`src/design/jsu_pkg.sv`:
```
// ----------------------------------------------------------------------------
// jsu_pkg
// Types, codes and helper functions of the JSON string unescaper.
// ----------------------------------------------------------------------------
package jsu_pkg;

    localparam logic [15:0] CAPACITY_RESET = 16'hFFFF;
    localparam int          CMD_DEPTH_DEF  = 4;
    localparam int          CMD_BYTES      = 6;

    localparam logic [1:0] ST_OK       = 2'd0;
    localparam logic [1:0] ST_BAD_HEX  = 2'd1;
    localparam logic [1:0] ST_OVERFLOW = 2'd2;
    localparam logic [1:0] ST_NUL      = 2'd3;

    localparam logic [7:0] CH_NUL    = 8'h00;
    localparam logic [7:0] CH_QUOTE  = 8'h22;
    localparam logic [7:0] CH_BSLASH = 8'h5C;
    localparam logic [7:0] CH_U      = 8'h75;
    localparam logic [7:0] CH_B      = 8'h62;
    localparam logic [7:0] CH_F      = 8'h66;
    localparam logic [7:0] CH_N      = 8'h6E;
    localparam logic [7:0] CH_R      = 8'h72;
    localparam logic [7:0] CH_T      = 8'h74;

    localparam logic [5:0]  SURR_HIGH_TAG = 6'b110110;
    localparam logic [5:0]  SURR_LOW_TAG  = 6'b110111;
    localparam logic [20:0] SUPP_BASE     = 21'h10000;

    typedef enum logic [5:0] {
        M_TEXT     = 6'b000001,
        M_ESC      = 6'b000010,
        M_HEX      = 6'b000100,
        M_HIGH     = 6'b001000,
        M_HIGH_ESC = 6'b010000,
        M_LOW_HEX  = 6'b100000
    } mode_t;

    typedef struct packed {
        logic       valid;
        logic [3:0] val;
    } hex_t;

    typedef struct packed {
        logic [2:0]      len;
        logic [3:0][7:0] b;
    } utf8_t;

    typedef struct packed {
        logic [CMD_BYTES-1:0][7:0] bytes;
        logic [2:0]                nb;
        logic                      done;
        logic [1:0]                st;
        logic [15:0]               base;
    } cmd_t;

    function automatic hex_t hex_decode(input logic [7:0] c);
        hex_t h;
        h.valid = 1'b1;
        h.val   = 4'd0;
        if (c >= 8'h30 && c <= 8'h39) begin
            h.val = c[3:0];
        end
        else if ((c >= 8'h61 && c <= 8'h66) || (c >= 8'h41 && c <= 8'h46)) begin
            h.val = c[3:0] + 4'd9;
        end
        else begin
            h.valid = 1'b0;
        end
        return h;
    endfunction

    function automatic logic [7:0] esc_char(input logic [7:0] c);
        logic [7:0] r;
        case (c)
            CH_B:    r = 8'h08;
            CH_F:    r = 8'h0C;
            CH_N:    r = 8'h0A;
            CH_R:    r = 8'h0D;
            CH_T:    r = 8'h09;
            default: r = c;
        endcase
        return r;
    endfunction

    function automatic utf8_t utf8_enc(input logic [20:0] cp);
        utf8_t u;
        u.b = '0;
        if (cp <= 21'h7F) begin
            u.len  = 3'd1;
            u.b[0] = cp[7:0];
        end
        else if (cp <= 21'h7FF) begin
            u.len  = 3'd2;
            u.b[0] = {3'b110, cp[10:6]};
            u.b[1] = {2'b10, cp[5:0]};
        end
        else if (cp <= 21'hFFFF) begin
            u.len  = 3'd3;
            u.b[0] = {4'b1110, cp[15:12]};
            u.b[1] = {2'b10, cp[11:6]};
            u.b[2] = {2'b10, cp[5:0]};
        end
        else begin
            u.len  = 3'd4;
            u.b[0] = {5'b11110, cp[20:18]};
            u.b[1] = {2'b10, cp[17:12]};
            u.b[2] = {2'b10, cp[11:6]};
            u.b[3] = {2'b10, cp[5:0]};
        end
        return u;
    endfunction

endpackage

```
`src/design/jsu_front.sv`:
```
// ----------------------------------------------------------------------------
// jsu_front
// Parser: one raw byte per cycle unless fifo_full; tracks escape state, byte count;
// turns each byte into at most one command of up to six output bytes plus close.
// ----------------------------------------------------------------------------
module jsu_front
(
    input  logic          clk,
    input  logic          rst_n,
    input  logic          push,
    input  logic [7:0]    in_byte,
    input  logic          fifo_full,
    input  logic [15:0]   capacity,
    output logic          cmd_wr,
    output jsu_pkg::cmd_t cmd
);

    jsu_pkg::mode_t mode_reg, mode_next;
    logic [15:0]    acc_reg, acc_next;
    logic [1:0]     dig_reg, dig_next;
    logic [9:0]     ph_reg, ph_next;
    logic [15:0]    count_reg, count_next;

    logic           accept;
    jsu_pkg::hex_t  hx;
    logic [15:0]    new_acc;
    logic           acc_done;
    logic [20:0]    pair_cp;
    jsu_pkg::utf8_t enc_new, enc_hi, enc_main;
    logic [16:0]    cnt0, cap17;
    logic           flush_fit, flush_ok, room0, fit_new0, fit_new3, fit_pair;
    logic           new_is_high, new_is_low;

    logic           pre, main, main_raw, fin;
    logic [7:0]     main_rawc;
    logic [20:0]    main_cp;
    logic [1:0]     st;
    logic [2:0]     mlen, nb;

    assign accept   = push && !fifo_full;
    assign hx       = jsu_pkg::hex_decode(in_byte);
    assign new_acc  = {acc_reg[11:0], hx.val};
    assign acc_done = (dig_reg == 2'd3);
    assign pair_cp  = jsu_pkg::SUPP_BASE + {1'b0, ph_reg, new_acc[9:0]};
    assign enc_new  = jsu_pkg::utf8_enc({5'd0, new_acc});
    assign enc_hi   = jsu_pkg::utf8_enc({5'd0, jsu_pkg::SURR_HIGH_TAG, ph_reg});
    assign enc_main = jsu_pkg::utf8_enc(main_cp);

    assign cnt0      = {1'b0, count_reg};
    assign cap17     = {1'b0, capacity};
    assign flush_fit = (cnt0 + 17'd3) <= cap17;
    assign flush_ok  = (cnt0 + 17'd3) < cap17;
    assign room0     = cnt0 < cap17;
    assign fit_new0  = (cnt0 + {14'd0, enc_new.len}) <= cap17;
    assign fit_new3  = (cnt0 + 17'd3 + {14'd0, enc_new.len}) <= cap17;
    assign fit_pair  = (cnt0 + 17'd4) <= cap17;

    assign new_is_high = (new_acc[15:10] == jsu_pkg::SURR_HIGH_TAG);
    assign new_is_low  = (new_acc[15:10] == jsu_pkg::SURR_LOW_TAG);

    always_comb
    begin
        pre       = 1'b0;
        main      = 1'b0;
        main_raw  = 1'b0;
        main_rawc = 8'd0;
        main_cp   = {5'd0, new_acc};
        fin       = 1'b0;
        st        = jsu_pkg::ST_OK;
        mode_next = mode_reg;
        acc_next  = acc_reg;
        dig_next  = dig_reg;
        ph_next   = ph_reg;

        unique case (mode_reg)
            jsu_pkg::M_ESC:
            begin
                if (in_byte == jsu_pkg::CH_NUL) begin
                    fin = 1'b1;
                    st  = jsu_pkg::ST_NUL;
                end
                else if (in_byte == jsu_pkg::CH_U) begin
                    mode_next = jsu_pkg::M_HEX;
                    acc_next  = 16'd0;
                    dig_next  = 2'd0;
                end
                else begin
                    mode_next = jsu_pkg::M_TEXT;
                    if (room0) begin
                        main      = 1'b1;
                        main_raw  = 1'b1;
                        main_rawc = jsu_pkg::esc_char(in_byte);
                    end
                    else begin
                        fin = 1'b1;
                        st  = jsu_pkg::ST_OVERFLOW;
                    end
                end
            end
            jsu_pkg::M_HEX:
            begin
                if (!hx.valid) begin
                    fin = 1'b1;
                    st  = jsu_pkg::ST_BAD_HEX;
                end
                else begin
                    acc_next = new_acc;
                    if (!acc_done) begin
                        dig_next = dig_reg + 2'd1;
                    end
                    else if (new_is_high) begin
                        ph_next   = new_acc[9:0];
                        mode_next = jsu_pkg::M_HIGH;
                    end
                    else if (fit_new0) begin
                        main      = 1'b1;
                        mode_next = jsu_pkg::M_TEXT;
                    end
                    else begin
                        fin = 1'b1;
                        st  = jsu_pkg::ST_OVERFLOW;
                    end
                end
            end
            jsu_pkg::M_HIGH:
            begin
                if (in_byte == jsu_pkg::CH_BSLASH) begin
                    mode_next = jsu_pkg::M_HIGH_ESC;
                end
                else if (!flush_ok) begin
                    pre = flush_fit;
                    fin = 1'b1;
                    st  = jsu_pkg::ST_OVERFLOW;
                end
                else begin
                    pre       = 1'b1;
                    mode_next = jsu_pkg::M_TEXT;
                    if (in_byte == jsu_pkg::CH_QUOTE) begin
                        fin = 1'b1;
                        st  = jsu_pkg::ST_OK;
                    end
                    else if (in_byte == jsu_pkg::CH_NUL) begin
                        fin = 1'b1;
                        st  = jsu_pkg::ST_NUL;
                    end
                    else begin
                        main      = 1'b1;
                        main_raw  = 1'b1;
                        main_rawc = in_byte;
                    end
                end
            end
            jsu_pkg::M_HIGH_ESC:
            begin
                if (in_byte == jsu_pkg::CH_U) begin
                    mode_next = jsu_pkg::M_LOW_HEX;
                    acc_next  = 16'd0;
                    dig_next  = 2'd0;
                end
                else if (!flush_ok) begin
                    pre = flush_fit;
                    fin = 1'b1;
                    st  = jsu_pkg::ST_OVERFLOW;
                end
                else begin
                    pre       = 1'b1;
                    mode_next = jsu_pkg::M_TEXT;
                    if (in_byte == jsu_pkg::CH_NUL) begin
                        fin = 1'b1;
                        st  = jsu_pkg::ST_NUL;
                    end
                    else begin
                        main      = 1'b1;
                        main_raw  = 1'b1;
                        main_rawc = jsu_pkg::esc_char(in_byte);
                    end
                end
            end
            jsu_pkg::M_LOW_HEX:
            begin
                if (!hx.valid) begin
                    pre = flush_fit;
                    fin = 1'b1;
                    st  = flush_ok ? jsu_pkg::ST_BAD_HEX : jsu_pkg::ST_OVERFLOW;
                end
                else begin
                    acc_next = new_acc;
                    if (!acc_done) begin
                        dig_next = dig_reg + 2'd1;
                    end
                    else if (new_is_low) begin
                        if (fit_pair) begin
                            main      = 1'b1;
                            main_cp   = pair_cp;
                            mode_next = jsu_pkg::M_TEXT;
                        end
                        else begin
                            fin = 1'b1;
                            st  = jsu_pkg::ST_OVERFLOW;
                        end
                    end
                    else if (!flush_ok) begin
                        pre = flush_fit;
                        fin = 1'b1;
                        st  = jsu_pkg::ST_OVERFLOW;
                    end
                    else begin
                        pre = 1'b1;
                        if (new_is_high) begin
                            ph_next   = new_acc[9:0];
                            mode_next = jsu_pkg::M_HIGH;
                        end
                        else if (fit_new3) begin
                            main      = 1'b1;
                            mode_next = jsu_pkg::M_TEXT;
                        end
                        else begin
                            fin = 1'b1;
                            st  = jsu_pkg::ST_OVERFLOW;
                        end
                    end
                end
            end
            default:
            begin
                mode_next = jsu_pkg::M_TEXT;
                if (in_byte == jsu_pkg::CH_QUOTE) begin
                    fin = 1'b1;
                    st  = jsu_pkg::ST_OK;
                end
                else if (in_byte == jsu_pkg::CH_NUL) begin
                    fin = 1'b1;
                    st  = jsu_pkg::ST_NUL;
                end
                else if (!room0) begin
                    fin = 1'b1;
                    st  = jsu_pkg::ST_OVERFLOW;
                end
                else if (in_byte == jsu_pkg::CH_BSLASH) begin
                    mode_next = jsu_pkg::M_ESC;
                end
                else begin
                    main      = 1'b1;
                    main_raw  = 1'b1;
                    main_rawc = in_byte;
                end
            end
        endcase

        if (fin) begin
            mode_next = jsu_pkg::M_TEXT;
            acc_next  = 16'd0;
            dig_next  = 2'd0;
            ph_next   = 10'd0;
        end
    end

    always_comb
    begin
        mlen = main_raw ? 3'd1 : enc_main.len;
        nb   = (pre ? 3'd3 : 3'd0) + (main ? mlen : 3'd0);

        cmd.bytes = '0;
        if (pre) begin
            for (int i = 0; i < 3; i++) begin
                cmd.bytes[i] = enc_hi.b[i];
            end
        end
        if (main) begin
            if (pre) begin
                for (int k = 0; k < 3; k++) begin
                    if (3'(k) < mlen) begin
                        cmd.bytes[k + 3] = main_raw ? main_rawc : enc_main.b[k];
                    end
                end
            end
            else begin
                for (int k = 0; k < 4; k++) begin
                    if (3'(k) < mlen) begin
                        cmd.bytes[k] = main_raw ? main_rawc : enc_main.b[k];
                    end
                end
            end
        end
        cmd.nb   = nb;
        cmd.done = fin;
        cmd.st   = st;
        cmd.base = count_reg;

        cmd_wr     = accept && (fin || (nb != 3'd0));
        count_next = fin ? 16'd0 : (count_reg + {13'd0, nb});
    end

    always_ff @(posedge clk or negedge rst_n)
    begin
        if (!rst_n) begin
            mode_reg  <= jsu_pkg::M_TEXT;
            acc_reg   <= 16'd0;
            dig_reg   <= 2'd0;
            ph_reg    <= 10'd0;
            count_reg <= 16'd0;
        end
        else if (accept) begin
            mode_reg  <= mode_next;
            acc_reg   <= acc_next;
            dig_reg   <= dig_next;
            ph_reg    <= ph_next;
            count_reg <= count_next;
        end
    end

endmodule

```
`src/design/jsu_cmd_fifo.sv`:
```
// ----------------------------------------------------------------------------
// jsu_cmd_fifo
// Short command queue between the parser and the result sequencer.
// ----------------------------------------------------------------------------
module jsu_cmd_fifo
#(
    parameter int DEPTH = jsu_pkg::CMD_DEPTH_DEF
)
(
    input  logic          clk,
    input  logic          rst_n,
    input  logic          wr,
    input  jsu_pkg::cmd_t wr_data,
    input  logic          rd,
    output jsu_pkg::cmd_t rd_data,
    output logic          full,
    output logic          not_empty
);

    localparam int PTR_W = (DEPTH > 1) ? $clog2(DEPTH) : 1;
    localparam int CNT_W = $clog2(DEPTH + 1);

    jsu_pkg::cmd_t     mem_reg [DEPTH];
    logic [PTR_W-1:0]  wr_ptr_reg, rd_ptr_reg;
    logic [CNT_W-1:0]  cnt_reg;
    logic              do_wr, do_rd;

    assign full      = (cnt_reg == CNT_W'(DEPTH));
    assign not_empty = (cnt_reg != '0);
    assign do_wr     = wr && !full;
    assign do_rd     = rd && not_empty;
    assign rd_data   = mem_reg[rd_ptr_reg];

    always_ff @(posedge clk)
    begin
        if (do_wr) begin
            mem_reg[wr_ptr_reg] <= wr_data;
        end
    end

    always_ff @(posedge clk or negedge rst_n)
    begin
        if (!rst_n) begin
            wr_ptr_reg <= '0;
            rd_ptr_reg <= '0;
            cnt_reg    <= '0;
        end
        else begin
            if (do_wr) begin
                wr_ptr_reg <= (wr_ptr_reg == PTR_W'(DEPTH - 1)) ? '0 : wr_ptr_reg + 1'b1;
            end
            if (do_rd) begin
                rd_ptr_reg <= (rd_ptr_reg == PTR_W'(DEPTH - 1)) ? '0 : rd_ptr_reg + 1'b1;
            end
            if (do_wr && !do_rd) begin
                cnt_reg <= cnt_reg + 1'b1;
            end
            else if (do_rd && !do_wr) begin
                cnt_reg <= cnt_reg - 1'b1;
            end
        end
    end

endmodule

```
`src/design/jsu_back.sv`:
```
// ----------------------------------------------------------------------------
// jsu_back
// Result sequencer: walks one command into the output register, a result per
// cycle unless a result waits unpopped; bytes first, then any closing result.
// ----------------------------------------------------------------------------
module jsu_back
(
    input  logic          clk,
    input  logic          rst_n,
    input  logic          cmd_valid,
    input  jsu_pkg::cmd_t cmd,
    output logic          cmd_pop,
    input  logic          pop,
    output logic          empty,
    output logic [7:0]    out_byte,
    output logic          byte_valid,
    output logic          done_res,
    output logic [1:0]    status,
    output logic [15:0]   out_length,
    output logic          last
);

    logic [2:0]  idx_reg;
    logic        out_valid_reg;
    logic [7:0]  byte_reg;
    logic        bvalid_reg, done_reg, last_reg;
    logic [1:0]  status_reg;
    logic [15:0] len_reg;

    logic        advance, is_byte, end_of_cmd;
    logic [2:0]  total_m1;

    assign advance    = cmd_valid && (!out_valid_reg || pop);
    assign is_byte    = idx_reg < cmd.nb;
    assign total_m1   = cmd.nb + {2'd0, cmd.done} - 3'd1;
    assign end_of_cmd = (idx_reg == total_m1);
    assign cmd_pop    = advance && end_of_cmd;

    always_ff @(posedge clk or negedge rst_n)
    begin
        if (!rst_n) begin
            idx_reg       <= 3'd0;
            out_valid_reg <= 1'b0;
        end
        else begin
            if (advance) begin
                idx_reg <= end_of_cmd ? 3'd0 : idx_reg + 3'd1;
            end
            if (advance) begin
                out_valid_reg <= 1'b1;
            end
            else if (pop) begin
                out_valid_reg <= 1'b0;
            end
        end
    end

    always_ff @(posedge clk)
    begin
        if (advance) begin
            byte_reg   <= is_byte ? cmd.bytes[idx_reg] : 8'd0;
            bvalid_reg <= is_byte;
            done_reg   <= !is_byte;
            status_reg <= is_byte ? jsu_pkg::ST_OK : cmd.st;
            len_reg    <= cmd.base + (is_byte ? {13'd0, idx_reg} + 16'd1 : {13'd0, cmd.nb});
            last_reg   <= end_of_cmd;
        end
    end

    assign empty      = !out_valid_reg;
    assign out_byte   = byte_reg;
    assign byte_valid = bvalid_reg;
    assign done_res   = done_reg;
    assign status     = status_reg;
    assign out_length = len_reg;
    assign last       = last_reg;

endmodule

```
`src/design/json_string_unescape_utf8_core.sv`:
```
// ----------------------------------------------------------------------------
// json_string_unescape_utf8_core
// Streaming JSON string body unescaper with UTF-8 output.
// ----------------------------------------------------------------------------
// Feed the bytes after the opening quote through push/full; read decoded
// bytes and one closing result per string through empty/pop. The parser
// takes one input byte per cycle while full is low and the sequencer delivers
// one result per cycle unless a result waits unpopped, so plain text flows at
// one byte per cycle; the first result of a byte passes the command queue and
// the output register before it reaches the result ports. A byte that expands
// to n results (up to six for a held surrogate flushed ahead of a new code
// point) occupies the result port for all n of them; the CMD_DEPTH-entry command
// queue between the two halves absorbs such bursts, and full rises only once it
// is filled. Write capacity only between strings.
// ----------------------------------------------------------------------------
module json_string_unescape_utf8_core
#(
    parameter int CMD_DEPTH = jsu_pkg::CMD_DEPTH_DEF
)
(
    input  logic        clk,
    input  logic        rst_n,
    input  logic        push,
    output logic        full,
    input  logic [7:0]  in_byte,
    input  logic        capacity_we,
    input  logic [15:0] capacity_wdata,
    output logic        empty,
    input  logic        pop,
    output logic [7:0]  out_byte,
    output logic        byte_valid,
    output logic        done_res,
    output logic [1:0]  status,
    output logic [15:0] out_length,
    output logic        last
);

    logic [15:0]   capacity_reg;
    logic          cmd_wr, cmd_pop, cmd_valid;
    jsu_pkg::cmd_t wr_cmd, rd_cmd;

    always_ff @(posedge clk or negedge rst_n)
    begin
        if (!rst_n) begin
            capacity_reg <= jsu_pkg::CAPACITY_RESET;
        end
        else if (capacity_we) begin
            capacity_reg <= capacity_wdata;
        end
    end

    jsu_front u_front
    (
        .clk       (clk),
        .rst_n     (rst_n),
        .push      (push),
        .in_byte   (in_byte),
        .fifo_full (full),
        .capacity  (capacity_reg),
        .cmd_wr    (cmd_wr),
        .cmd       (wr_cmd)
    );

    jsu_cmd_fifo
    #(
        .DEPTH (CMD_DEPTH)
    )
    u_fifo
    (
        .clk       (clk),
        .rst_n     (rst_n),
        .wr        (cmd_wr),
        .wr_data   (wr_cmd),
        .rd        (cmd_pop),
        .rd_data   (rd_cmd),
        .full      (full),
        .not_empty (cmd_valid)
    );

    jsu_back u_back
    (
        .clk        (clk),
        .rst_n      (rst_n),
        .cmd_valid  (cmd_valid),
        .cmd        (rd_cmd),
        .cmd_pop    (cmd_pop),
        .pop        (pop),
        .empty      (empty),
        .out_byte   (out_byte),
        .byte_valid (byte_valid),
        .done_res   (done_res),
        .status     (status),
        .out_length (out_length),
        .last       (last)
    );

endmodule

```
`config.mk`:
```
export PLATFORM = sky130hd
export DESIGN_NAME = json_string_unescape_utf8_core
export DESIGN_NICKNAME = d
export VERILOG_FILES = /design/src/design/jsu_pkg.sv /design/src/design/jsu_front.sv /design/src/design/jsu_cmd_fifo.sv /design/src/design/jsu_back.sv /design/src/design/json_string_unescape_utf8_core.sv
export SDC_FILE = /design/constraint.sdc
export NUM_CORES = 1
export LEC_CHECK = 0
export BUFFER_PORTS_ARGS = -buffer_cell sky130_fd_sc_hd__clkbuf_2
export CAP_MARGIN = 20
export CORE_ASPECT_RATIO = 0.9
export CORE_UTILIZATION = 42
export DETAILED_ROUTE_END_ITERATION = 10
export GPL_TIMING_DRIVEN = 0
export HOLD_SLACK_MARGIN = 0.03
export SETUP_SLACK_MARGIN = 0.2
export SYNTH_ARGS = -nofsm -noshare
export SYNTH_HDL_FRONTEND = slang
export SYNTH_SLANG_ARGS = --single-unit
```
`constraint.sdc`:
```
create_clock -name clk -period 10.18 [get_ports clk]
set_input_delay 0 -clock clk [delete_from_list [all_inputs] [get_ports clk]]
set_output_delay 0 -clock clk [all_outputs]
set_load 0.1 [all_outputs]
```
==> impl_results.md, run 1 <==
* Status: complete, no violations
* IO Pins at 60
* Max VDD drop at 199.2 µV
* Area fraction of the dominant cell type after synthesis at 0.4590
* Max reg flops at 280
* Critical Path AT at 9.08 ns
* Rows at 75
* CP max-delay cell: dfrtp_1
* Most frequent cell after synthesis: edfxtp_1
* Pre-antenna DRT Iters at 5
* WL met2 at 23.10 mm
* Starting DRT DRC Count at 1,232
* Layout Cells excl Fill at 2,383
* DRT antenna net count at 0
* Syn Area/Cell at 12.98 µm²
* GP Congestion at 0.9357
* Setup Skew at 0.02134 ns
* Yosys top cell by area: edfxtp_1
* Clk root buf: clkbuf_16
* Worst R2R Start: u_front.count_reg[1]
* Ys flop type: edfxtp_1
* Reg2Reg Setup Slack at 1.56 ns
* PwrDens at 255.7 mW/mm²
* Fin nets at 1,879
* DP Wirelength at 37.49 mm
* FFs w/ async S/R, synth at 0.1911
* Worst hold path class: in2reg
* Met3 routed WL at 3.327 mm
* Final min period at 8.622 ns
* TritonCTS clock tree: yes
* ANT cells at 0
* DRT Wirelength at 51.83 mm
* Synth Instances at 1,557
* Setup-failing EPs final at 0
* Post-synthesis sequential area ratio at 0.5504
* Final hold violation count at 0
* Period utilization at 0.8469
* Largest stage delay, worst path at 0.70 ns
* Pin count of the biggest net entering global routing at 55
* # DRC at 0
* Worst slew pin tran at 1.042 ns
* Clk sinks at 382
* Leak at 9.006 nW
* Mapped Area at 0.02021 mm²
* Via count of the routed design at 13,618
* First-pass GRT wire length at 79.43 mm
* Per-cell routed wire length at 21.75 µm
* All-Layer GR Usage at 0.2154
* Crit path required time at 10.64 ns
* Area contributors post-synth: edfxtp_1 46%, mux4_2 8.6%, dfrtp_1 6.9%
* Layout cells sized above 1 at 0.1681
* Worst-path clk slew at 0.06 ns
* Yosys cell types at 95
* Die height at 210.1 µm
* Num CTS Buffers at 41
* Top Metal Used: met4
* H-tree depth at 2
* Input/output buffers at 59
* Layout area overhead at 15.76%
* Fmax at 0.1160 GHz
* Initial antenna violation count at 0
* CP max FO at 14
* Post-synth EDFFs at 309
* Clock Latency Late Sink at 0.58 ns
* Synthesis warning total at 0
* Total power at 0.005984 W
* Hold Path End: u_front.mode_reg[5]
* Initial Util at 0.4300
* CP Class: reg2reg
* Slew headroom at 0.2992
* CORE AREA at 0.04701 mm²
* DIE AREA at 0.04901 mm²
* FF-to-FF End: u_front.count_reg[13]
* RSZ-0062 raised after global routing: no
* R2R depth at 30
* M1 wire length at 24.53 mm
* Max-cap violations at 0
* Hold path depth at 4
* Clk buf depth at 3
* Hold Crit Start: in_byte[2]
* Placed cells at 2,253
* Max-slew violations at 0
* Yosys reg bits at 382
* Vias in the first global route at 13,176
* Setup crit end kind: register
* Global route overflow at 0
* Setup Fix Bufs, Post-CTS at 0
* Die X at 233.3 µm
* Vias per inst at 5.715
* Post-synth top cells: 309 x edfxtp_1, 121 x nand2_1, 119 x nor2_1
* CP startpoint kind: register
-- kinds of logic after synthesis --
logic type,synth area share
AOI/OAI and AO/OA,0.09904
other,0.0001855
xor gates and xnor gates,0.04153
buffers and inverters,0.02699
and+or+nand+nor,0.1079
muxes,0.09990
adders and majority gates,0.07403
DFF,0.5504
-- worst max-delay path: cells and delay by family (launching register included) --
kind	cells	cell delay [ns]
AOI/OAI and AO/OA	9	2.42
and+or+nand+nor	12	2.96
DFF	1	0.70
adders and majority gates	4	1.35
xor gates and xnor gates	3	0.62
buffers and inverters	2	0.45
-- cell usage in the layout (no fill, tap or decap), drive strengths merged, types with 25 or more instances in the layout --
cell type,instances
dfrtp,56
a21oi,50
o21ai,76
inv,60
edfxtp,309
nand4,25
buf,41
ha,110
nor2,120
nand2,123
xnor2,51
mux4,77
clkbuf,151
dlygate4sd3,51
xor2,44
nand3,37
nor3,29
-- worst max path at each step --
stage	startpoint	end	slack (ns)
after floorplan	u_front.count_reg[1]	u_fifo.mem_reg[0][0]	2.39
after detailed placement	u_front.count_reg[1]	u_front.count_reg[13]	1.59
after global routing	u_front.count_reg[1]	u_front.count_reg[13]	0.88
after global placement	u_front.count_reg[1]	u_fifo.mem_reg[0][29]	-0.49
after CTS	u_front.count_reg[1]	u_front.count_reg[13]	1.56
final	u_front.count_reg[1]	u_front.count_reg[13]	1.56
-- layer usage --
metal / up-vias / GRT usage
met5: - / 0
met4: 0 / 0.05139
met3: 62 / 0.03761
met2: 438 / 0.3201
met1: 6804 / 0.3269
li1: 6314 / -
-- timing repair --
action                                 in CTS  in global routing
hold buffers                               51                  0
endpoints found under the hold margin      94                  0
gates resized for setup                     0                  0
-- report_power, final --
group / internal, W / total [W] / switching [W] / leakage [nW]
registers: 0.00208 / 0.00220 / 0.000114 / 3.87
clock network: 0.000849 / 0.00147 / 0.000620 / 0.647
logic: 0.000833 / 0.00232 / 0.00148 / 4.49
total: 0.00377 / 0.00598 / 0.00222 / 9.01
-- metrics by stage --
stage                       util  setup slack [ns]  TNS (ns)  hold slack (ns)  cell area [µm²]
after floorplan                -             2.389         0          -0.2956            20270
after global placement    0.4538           -0.4945   -128.18           0.2014            21340
after detailed placement  0.4576             1.591         0         -0.04786            21510
after CTS                 0.4969             1.561         0          0.05596            23360
after global routing      0.4977            0.8816         0           0.1025            23400
final                     0.4977             1.558         0          0.07959            23400
-- layout make-up --
type	instances	area, µm²
Inverter	61	229.0
Clock inverter	22	232.7
Multi-Input combinational cell	1059	8608
Buffer	70	316.6
Sequential cell	382	11130
Timing Repair Buffer	119	1011
Fill cell	4014	23610
Clock buffer	54	1105
Tap cell	616	770.7
Power figures use the tool's default switching activity.
==> inputs of run 2 (changes only) <==
--- a/config.mk
+++ b/config.mk
@@ -5,6 +5,7 @@
 export SDC_FILE = /design/constraint.sdc
 export NUM_CORES = 1
 export LEC_CHECK = 0
+export ABC_AREA = 1
 export BUFFER_PORTS_ARGS = -buffer_cell sky130_fd_sc_hd__clkbuf_2
 export CAP_MARGIN = 20
 export CORE_ASPECT_RATIO = 0.9
==> constraint.sdc (replaced) <==
create_clock -name clk -period 8.3 [get_ports clk]
set_input_delay 0 -clock clk [delete_from_list [all_inputs] [get_ports clk]]
set_output_delay 0 -clock clk [all_outputs]
set_load 0.1 [all_outputs]
==> run 2 against run 1 <==
Compared with the run above: clock skew grew 0.011 ns; wire length grew 19%; largest power group unchanged; total power grew 67%; critical endpoint is now u_fifo.cnt_reg[2]; sequential share of layout area shrank 1.8 points; design area grew 4.0%; global-route usage grew 3.0 points; non-clock buffer count grew 18; largest cell class unchanged.
==> impl_results.md, run 2 <==
* Status: complete, no violations
* Internal power at 0.005330 W
* Max-slew violations at 0
* Critical Path AT at 7.83 ns
* R2R depth at 47
* Worst hold slack at 0.09410 ns
* GR Util met2 at 0.3963
* Crit path launch: u_front.count_reg[1]
* RSZ-0062 raised after global routing: no
* Most frequent cell after synthesis: nand2_1
* # DRC at 0
* Vias per inst at 5.497
* Setup Skew at 0.03219 ns
* Layout Cells excl Fill at 3,029
* Final hold violation count at 0
* Area fraction of the dominant cell type after synthesis at 0.4455
* Synth Instances at 2,176
* Ys flop type: edfxtp_1
* CP endpoint: u_fifo.cnt_reg[2]
* Largest stage delay, worst path at 0.64 ns
* Sw frac at 0.4659
* Clk sinks at 382
* Worst-path clk slew at 0.06 ns
* Setup-failing EPs final at 0
* Slew headroom at 0.3226
* Initial antenna violation count at 0
* Initial Util at 0.4247
* Final min period at 7.372 ns
* Worst path bufs/invs at 11
* Period utilization at 0.8882
* Yosys reg bits at 382
* FFs w/ async S/R, synth at 0.1911
* Mapped Area at 0.02083 mm²
* Largest delay share family, worst path: simple AND/OR/NAND/NOR gates
* Placed cells at 2,893
* First-pass GRT wire length at 94.27 mm
* CP max-delay cell: dfrtp_1
* Setup crit end kind: register
* Pre-CTS setup slack at -0.009538 ns
* Leak at 9.999 nW
* Clk buf depth at 3
* Yosys cell types at 61
* CP Class: reg2reg
* Sequential share of power at 0.307
* Die X at 236.7 µm
* All-Layer GR Usage at 0.2458
* Fmax at 0.1357 GHz
* Fin nets at 2,511
* Area contributors post-synth: edfxtp_1 45%, dfrtp_1 6.7%, ha_1 6.6%
* Via count of the routed design at 16,649
* Clock Latency Late Sink at 0.59 ns
* Pin count of the biggest net entering global routing at 54
* H-tree depth at 2
* Layout area overhead at 16.80%
* Most frequent cells in the layout: 352 x nand2_1, 309 x edfxtp_1, 259 x nor2_1
* Global route overflow at 0
* Vias in the first global route at 15,972
* Total power at 0.009981 W
* Input/output buffers at 58
* Per-cell routed wire length at 20.36 µm
* Die height at 213.3 µm
* Reg2Reg Setup Slack at 0.93 ns
* TritonCTS clock tree: yes
* Worst R2R Start: u_front.count_reg[1]
* Commonest non-fill, non-tap cell in the layout: nand2_1
* CP max FO at 11
* CORE AREA at 0.04904 mm²
* Num CTS Buffers at 42
* Worst slew pin tran at 1.008 ns
* Pre-antenna DRT Iters at 5
* Layout cells sized above 1 at 0.1076
* DIE AREA at 0.05049 mm²
* DRT Wirelength at 61.67 mm
* PwrDens at 410.3 mW/mm²
* Post-synthesis sequential area ratio at 0.5342
* Met1 Use GR at 0.3515
* DP Wirelength at 44.93 mm
* CP most frequent cell: nand2_1
* Comb pwr share at 0.501
* Max-cap violations at 0
* Crit path required time at 8.75 ns
* GP Congestion at 0.9085
* Rows at 77
* Synthesis warning total at 0
* FF-to-FF End: u_fifo.cnt_reg[2]
* Yosys top cell by area: edfxtp_1
* Starting DRT DRC Count at 1,600
* Syn Area/Cell at 9.571 µm²
* Most Crowded Layer GR: met2
* Switching power at 0.004650 W
* Stages on worst setup path at 47
* Max VDD drop at 232.1 µV
* DRT antenna net count at 0
* # fillers at 4,487
* Setup WS post-layout at 0.9283 ns
* ANT cells at 0
* Grt met3 use at 0.02650
* Worst hold path class: in2reg
* Post-synth top cells: 353 x nand2_1, 309 x edfxtp_1, 264 x nor2_1
* Post-synth EDFFs at 309
* Max reg flops at 280
* Clk root buf: clkbuf_16
* Clock share of power at 0.192
* CP startpoint kind: register
* IO Pins at 60
## run 2: worst reg2reg max path, delay by kind of cell (launching register included)
kind | cells | cell delay (ns)
compound gates | 5 | 0.81
flops | 1 | 0.64
simple gates | 22 | 2.34
xor+xnor | 2 | 0.33
fa+ha+maj | 7 | 2.06
buf+inv | 11 | 1.06
## run 2: worst min-delay path by stage
stage,start,end,slack [ns],cells past startpoint
6_report,in_byte[3],u_front.mode_reg[2],0.09,6
5_1_grt,in_byte[3],u_front.mode_reg[2],0.16,6
4_1_cts,in_byte[3],u_front.mode_reg[2],0.09,6
3_5_place_dp,rst_n,u_front.mode_reg[3],-0.05,1
3_3_place_gp,pop,u_back.out_valid_reg,0.20,2
2_1_floorplan,rst_n,u_back.idx_reg[0],-0.30,0
## run 2: repair_timing
item / in CTS / in global routing
setup buffers: 0 / 5
setup endpoints to repair: 55 / 292
endpoints found under the hold margin: 98 / 0
gates resized for setup: 1 / 9
pin swaps: 2 / 3
hold buffers: 54 / 0
gates cloned: 2 / 0
## run 2: cell type report
class	instances	area, µm²	area share
Timing Repair Buffer	129	1134	0.04660
Multi-Input combinational cell	1503	8637	0.3550
Sequential cell	382	11130	0.4574
Clock inverter	24	311.5	0.01281
Tap cell	632	790.8	0.03251
Buffer	78	346.6	0.01425
Clock buffer	51	1115	0.04583
Inverter	230	865.8	0.03559
## run 2: cell families after synthesis
logic type / Yosys count / share of synthesized area
AOI/OAI and AO/OA: 437 / 0.1217
xor gates and xnor gates: 70 / 0.03034
other: 1 / 0.0001801
buffers and inverters: 308 / 0.05821
DFF: 382 / 0.5342
and+or+nand+nor: 860 / 0.1824
muxes: 2 / 0.001081
adders and majority gates: 116 / 0.07185
## run 2: stage by stage
| step | util | area [µm²] | setup TNS (ns) |
|---|---|---|---|
| after floorplan | - | 20880 | -68.34 |
| after global placement | 0.4479 | 21960 | -1159.78 |
| after detailed placement | 0.4539 | 22260 | -0.1514 |
| after CTS | 0.4943 | 24240 | 0 |
| after global routing | 0.4961 | 24330 | 0 |
| final | 0.4961 | 24330 | 0 |
## run 2: metal layers
metal,wire (µm),part of all wire
met5,0,0
met4,1363,0.022
met3,3629,0.059
met2,28350,0.46
met1,28320,0.46
## run 2: power groups by stage
stage | Sequential, W | Clock, W | Combinational [W]
2_1_floorplan | 0.00358 | 0 | 0.00280
3_3_place_gp | 0.00316 | 0 | 0.00466
3_5_place_dp | 0.00310 | 0 | 0.00485
4_1_cts | 0.00306 | 0.00194 | 0.00493
5_1_grt | 0.00312 | 0.00201 | 0.00546
6_report | 0.00307 | 0.00192 | 0.00500
